[config.mk]
export PLATFORM = sky130hd
export DESIGN_NAME = skslu_cell
export DESIGN_NICKNAME = d
export VERILOG_FILES = /design/src/rtl/skslu_pkg.sv /design/src/rtl/skslu_cell.sv
export SDC_FILE = /design/constraint.sdc
export NUM_CORES = 1
export LEC_CHECK = 0
export ABC_AREA = 1
export BUFFER_PORTS_ARGS = -buffer_cell sky130_fd_sc_hd__buf_2
export CORE_AREA = 2 2 158 160
export CTS_CLUSTER_SIZE = 30
export DETAILED_ROUTE_END_ITERATION = 6
export DIE_AREA = 0 0 160 162
export PLACE_DENSITY = 0.49
export SLEW_MARGIN = 20
export SYNTH_ARGS = -nofsm -noshare
export SYNTH_HDL_FRONTEND = slang
export SYNTH_SLANG_ARGS = --single-unit
[constraint.sdc]
create_clock -name clk -period 7.8 [get_ports clk]
set_input_delay 2.34 -clock clk [delete_from_list [all_inputs] [get_ports clk]]
set_output_delay 2.34 -clock clk [all_outputs]
set_load 0.01 [all_outputs]
[src/rtl/skslu_pkg.sv]
`timescale 1ns / 1ps

package skslu_pkg;

  localparam int TABLE_DEPTH_DEF = 32;

  localparam int OP_W   = 3;
  localparam int TAG_W  = 16;
  localparam int TIME_W = 32;
  localparam int POS_W  = 32;
  localparam int ST_W   = 2;
  localparam int HELD_W = 6;

  localparam logic [OP_W-1:0] OP_ADD    = 3'd0;
  localparam logic [OP_W-1:0] OP_UPDATE = 3'd1;
  localparam logic [OP_W-1:0] OP_REMOVE = 3'd2;
  localparam logic [OP_W-1:0] OP_CLEAR  = 3'd3;
  localparam logic [OP_W-1:0] OP_LOOKUP = 3'd4;

  localparam logic [ST_W-1:0] ST_DONE     = 2'd0;
  localparam logic [ST_W-1:0] ST_NOTAG    = 2'd1;
  localparam logic [ST_W-1:0] ST_FULL     = 2'd2;
  localparam logic [ST_W-1:0] ST_FALLBACK = 2'd3;

  typedef struct packed {
    logic [TAG_W-1:0]         tag;
    logic [TIME_W-1:0]        stamp;
    logic signed [POS_W-1:0]  pos;
  } entry_t;

  typedef struct packed {
    logic   step;
    logic   keep_head;
    logic   insert;
    entry_t head;
    entry_t fresh;
  } cell_ctl_t;

endpackage

[src/rtl/skslu_cell.sv]
`timescale 1ns / 1ps

module skslu_cell #(
  parameter int TABLE_DEPTH = skslu_pkg::TABLE_DEPTH_DEF,
  parameter int IDX         = 0,
  localparam int CntW       = $clog2(TABLE_DEPTH + 1)
) (
  input  logic                 clk,
  input  logic [CntW-1:0]      count,
  input  skslu_pkg::cell_ctl_t ctl,
  input  skslu_pkg::entry_t    left_entry,
  input  logic                 left_gt,
  input  skslu_pkg::entry_t    right_entry,
  output skslu_pkg::entry_t    entry_q,
  output logic                 gt_o
);

  skslu_pkg::entry_t entry_r;
  skslu_pkg::entry_t entry_nxt;

  logic occupied;
  logic is_free;
  logic is_last;
  logic from_right;

  assign occupied   = CntW'(IDX) < count;
  assign is_free    = CntW'(IDX) == count;
  assign is_last    = CntW'(IDX + 1) == count;
  assign from_right = CntW'(IDX + 1) < count;
  assign gt_o       = occupied && (entry_r.stamp > ctl.fresh.stamp);

  always_comb begin
    entry_nxt = entry_r;
    if (ctl.insert) begin
      if (left_gt) begin
        entry_nxt = left_entry;
      end else if (gt_o || is_free) begin
        entry_nxt = ctl.fresh;
      end
    end else if (ctl.step) begin
      if (from_right) begin
        entry_nxt = right_entry;
      end else if (ctl.keep_head && is_last) begin
        entry_nxt = ctl.head;
      end
    end
  end

  always_ff @(posedge clk) begin
    entry_r <= entry_nxt;
  end

  assign entry_q = entry_r;

endmodule
Word-level counts from Yosys, hierarchy flattened

Cells that the tools add are included.

Input port bits: 331
Register bits: 80
Logic and storage cells: 21
Output and inout port bits: 81

Order comparisons: 3
Multiplexer cells: 6
Reductions and logical operators: 7
Eq/ne operators: 2

Operators by type and width:

| cell                                                                        | number |
|---|---|
| 80-bit two-way mux                                                          | 6 |
| 32-bit greater-than comparator                                              | 1 |
| 1-bit by 6-bit less-than comparator with 1-bit output, first input constant | 2 |
| 1-bit by 6-bit == test with 1-bit output, first input constant              | 1 |
| 6-bit zero test                                                             | 1 |
| 3-bit by 1-bit != test with 1-bit output, second input constant             | 1 |
| 3-bit AND reduction                                                         | 1 |
| 3-bit nonzero test                                                          | 1 |
| 1-bit logical AND                                                           | 2 |
| 2-bit nonzero test                                                          | 1 |
| 1-bit logical OR                                                            | 1 |

Logic depth before layout (Yosys ltp)

Depth after elaboration: 6
Depth in mapped cells: 15
Depth with buffers taken out: 15

Worst setup path before layout

Ideal clock, no wire load.

Path type: input-to-reg
Start point: in ctl[63] (netlist bit)
End point: reg entry_r, in the netlist entry_q[0], enable pin
Cell stages on the path: 10
Path slack: 0.185 ns
Setup time: 0.545 ns
Buffers on the path: 0
Arrival time: 7.070 ns
Data required time: 7.255 ns
Cells stage by stage: inv_1 -> ha_1 -> nand2_1 -> nor2_1 -> nand2_1 -> nor2_1 -> nand2_1 -> nand2_1 -> nand2_1 -> a21oi_1

Longest elaborated chain between the ends: 5

RTL lines:

| item                                               | line             | source |
|---|---|---|
| start: declaration                                 | skslu_cell.sv:10 | `input skslu_pkg::cell_ctl_t ctl,` |
| 32-bit greater-than comparator                     | skslu_cell.sv:30 | `assign gt_o = occupied && (entry_r.stamp > ctl.fresh.stamp);` |
| 1-bit logical AND                                  | skslu_cell.sv:30 |  |
| 1-bit logical OR                                   | skslu_cell.sv:37 | `end else if (gt_o \|\| is_free) begin` |
| 3-bit by 1-bit != test with 1-bit output (no line) | n/a              |  |
| 3-bit AND reduction (no line)                      | n/a              |  |
| end signal: assignment                             | skslu_cell.sv:50 | `entry_r <= entry_nxt;` |
| end: declaration                                   | skslu_cell.sv:18 | `skslu_pkg::entry_t entry_r;` |

No other way between the ends.
A chain may end at the register's enable or synchronous reset.

Worst setup path after layout

Start point: in ctl[35] (netlist bit)
End point: out gt_o

Longest elaborated chain between the ends: 2

RTL lines:

| item                           | line             | source |
|---|---|---|
| 32-bit greater-than comparator | skslu_cell.sv:30 |  |
| 1-bit logical AND              | skslu_cell.sv:30 |  |
| end: declaration               | skslu_cell.sv:15 | `output logic gt_o` |

No other way between the ends.

==> summary.md <==
| Metric | Value |
|---|---|
| Status | completed |
| GRT Residual Overflow | 0 |
| Final Slew Violations | 0 |
| Worst-path maximum fanout | 2 |
| Distinct cells, synth | 17 |
| Int Power | 1.010 mW |
| Number of global-route vias before repair | 6431 |
| Row count | 57 |
| Hold Path Class | reg2reg |
| Clock skew | 10.35 ps |
| Setup TNS | 0 ps |
| Net Sw Frac | 27.93% |
| Leakage | 4.205 nW |
| Share of cells above drive strength 1 | 41.06% |
| Die Ht | 162 um |
| WP depth | 14 |
| Post-CTS setup buffers | 0 |
| Post-synthesis sequential area ratio | 43.39% |
| Top Family by Delay on Critical Path | simple AND/OR/NAND/NOR gates |
| Post-Syn Instances | 687 |
| CP Cell Sequence | buf_2 -> inv_1 -> ha_1 -> a21oi_1 -> nand2_1 -> nand2_1 -> nand2_1 -> nand2_1 -> nand2_1 -> nand2_1 -> nand2_1 -> nand2_1 -> inv_1 -> buf_2 |
| Clk slew on worst S/H paths | 60 ps |
| DR pass1 iterations | 5 |
| DRT antenna net count | 0 |
| Maximum clock frequency | 0.1664 GHz |
| Grt peak-use layer | met2 |
| Worst path max stage delay | 300 ps |
| Hold-critical path depth | 7 |
| GRT Util Overall | 17.26% |
| Core Area | 24110 um^2 |
| Post-synth top area cell | edfxtp_1 |
| Die area | 25920 um^2 |
| Startpoint types | primary input |
| R2r worst-path depth | 10 |
| RSZ-0062 raised after global routing | no |
| Pwr Density | 170.5 nW/um^2 |
| Hold-fix buffers, CTS | 0 |
| Min cycle time layout | 6010 ps |
| Worst r2r src | entry_q[63] |
| Flops & latches, synth | 80 |
| Clock power frac | 34.4% |
| Synth Warn # | 0 |
| Grt met3 use | 3.856% |
| DP Worst Slack | 1764 ps |
| CP arrival | 3670 ps |
| Slew @ Worst Pin | 997.3 ps |
| CP bufs+invs | 4 |
| Worst reg2reg path endpoint | entry_q[16] |
| Syn_nets | 1050 |
| Clk root buf | clkbuf_16 |
| Critical path's slowest cell | ha_1 |
| Clock Path Buffers | 2 |
| DRC Markers | 0 |
| Setup WS post-layout | 1790 ps |
| Slew HR | 33.51% |
| CTS tree | built |
| CP Launch Point | ctl[35] |
| Global-route wire length before repair | 35.07 mm |
| H-tree depth | 3 |
| Num CTS Buffers | 9 |
| Final layout net count | 1432 |
| Area growth syn-to-layout | 48.38% |
| Post-CTS sizing | 0 |
| Starting Density | 22.97% |
| HPWL Detailed | 17.45 mm |
| Cell mode on critical path | nand2_1 |
| Via count | 6524 |
| Fill count | 2670 |
| Part of the power in registers | 39.6% |
| Syn avg cell area | 8.059 um^2 |
| Maximum VDD drop | 87.47 uV |
| Met1 usage | 20.62% |
| Number of DRC markers in iteration 0 | 337 |
| Largest net degree at the start of global routing | 82 |
| Max-cap violation count | 0 |
| NetSw | 391.2 uW |
| Final hold vios | 0 |
| Fin crit share | 77.05% |
| Final Setup Violations | 0 |
| Vias per inst | 4.663 |
| Comb power frac | 26.0% |
| Met2 GRT Util | 30.46% |
| Largest cells by area after synthesis | edfxtp_1, a21oi_1, nand2_1 |
| Cell Area, Synth | 5537 um^2 |
| Clock latency at the later pin of the worst-skew pair | 340 ps |
| # IOs | 412 |
| Largest register FFs | 80 |
| Die width | 160 um |
| CP Capture Point | gt_o |
| Clock Sinks | 80 |
| Top cell type's share of synthesized area | 43.39% |
| Buffers added on ports | 411 |
| CP Class | in2out |
| R2r setup slk | 5330 ps |
| Initial antenna violation count | 1 |
| RD Place Congestion | 0.8142 |
| CP Data Required Time | 5460 ps |
| Final wirelength | 23.32 mm |
| Crit. End Element | primary output |
| Wire per inst | 16.67 um |
-- worst min-delay path, stage by stage, from the launching register on --
cell,delay [ps]
edfxtp_1,360
ha_1,140
nand4_1,80
nor2_1,140
a21oi_1,90
nand2_1,140
a21oi_4,70
buf_4,280
-- synth_stat cells --
| master | number |
|---|---|
| a21o_1 | 1 |
| a21oi_1 | 177 |
| a22oi_1 | 80 |
| buf_2 | 18 |
| clkbuf_1 | 32 |
| edfxtp_1 | 80 |
| ha_1 | 32 |
| inv_1 | 40 |
| inv_2 | 4 |
| nand2_1 | 200 |
| nand3_1 | 1 |
| nand4_1 | 2 |
| nor2_1 | 14 |
| nor2_4 | 1 |
| o211ai_1 | 1 |
| o21a_1 | 2 |
| o21ai_0 | 2 |
-- kinds of logic after synthesis --
family / Yosys count / share of synthesized area, %
AO/OA/AOI/OAI: 263 / 27.57
adder cells (fa/ha/maj): 32 / 7.232
buffers and inverters: 94 / 6.780
flip-flops: 80 / 43.39
AND/OR/NAND/NOR: 218 / 15.03
-- placed cells by master (no fill, tap or decap) --
master / count
o21ai_0: 2
nor2_4: 1
buf_2: 411
buf_4: 10
nor2_1: 14
diode_2: 1
ha_1: 32
o21a_1: 2
nand2_1: 200
a21oi_4: 1
bufinv_16: 3
nand3_1: 1
a21o_1: 1
o211ai_1: 1
edfxtp_1: 80
inv_1: 40
clkinvlp_4: 2
a21oi_1: 176
nand4_1: 2
inv_2: 4
clkbuf_1: 2
a22oi_1: 80
clkbuf_16: 9
-- power by group through the flow --
stage / registers [mW] / logic, mW / clock network, mW
final: 0.555 / 0.364 / 0.482
after global routing: 0.560 / 0.407 / 0.519
after CTS: 0.555 / 0.370 / 0.505
after detailed placement: 0.564 / 0.369 / 0
after global placement: 0.562 / 0.370 / 0
after floorplan: 0.594 / 0.151 / 0
-- stage by stage --
stage               cell area (um^2)  hold slack (ps)  util [%]  power [mW]  std cells
finish                          8215             1525     34.08       1.401       1399
floorplan                       5537             2574         -      0.7450        687
global route                    8215             1670     34.08       1.487       1399
CTS                             8213             1554     34.07       1.431       1398
global placement                7875             1506     32.67      0.9320       1382
detailed placement              7875             1540     32.67      0.9327       1382
-- area by class of cell --
type	count	area, um^2	share of cell area (%)
multi-input cells	513	2770	33.72
clock inverters	5	105.1	1.279
diodes	1	2.502	0.03046
repair buffers	421	2132	25.95
inverters	44	165.2	2.010
flip-flops and latches	80	2402	29.24
clock buffers	11	232.7	2.833
well taps	324	405.4	4.935
-- how the worst min path moves through the flow --
stage	from	to	slack [ps]
final	entry_q[48]	entry_q[46]	1520
after global routing	entry_q[33]	entry_q[52]	1670
after CTS	entry_q[48]	entry_q[46]	1550
after detailed placement	entry_q[48]	entry_q[52]	1540
after global placement	entry_q[48]	entry_q[75]	1510
after floorplan	entry_q[33]	entry_q[0]	2570
-- routing by layer --
metal | share of wire, % | vias up
li1 | - | 3212
met1 | 41 | 2978
met2 | 49 | 298
met3 | 7.3 | 36
met4 | 2.5 | 0
met5 | 0 | -
Note: power is estimated with default switching activity, not from simulation.
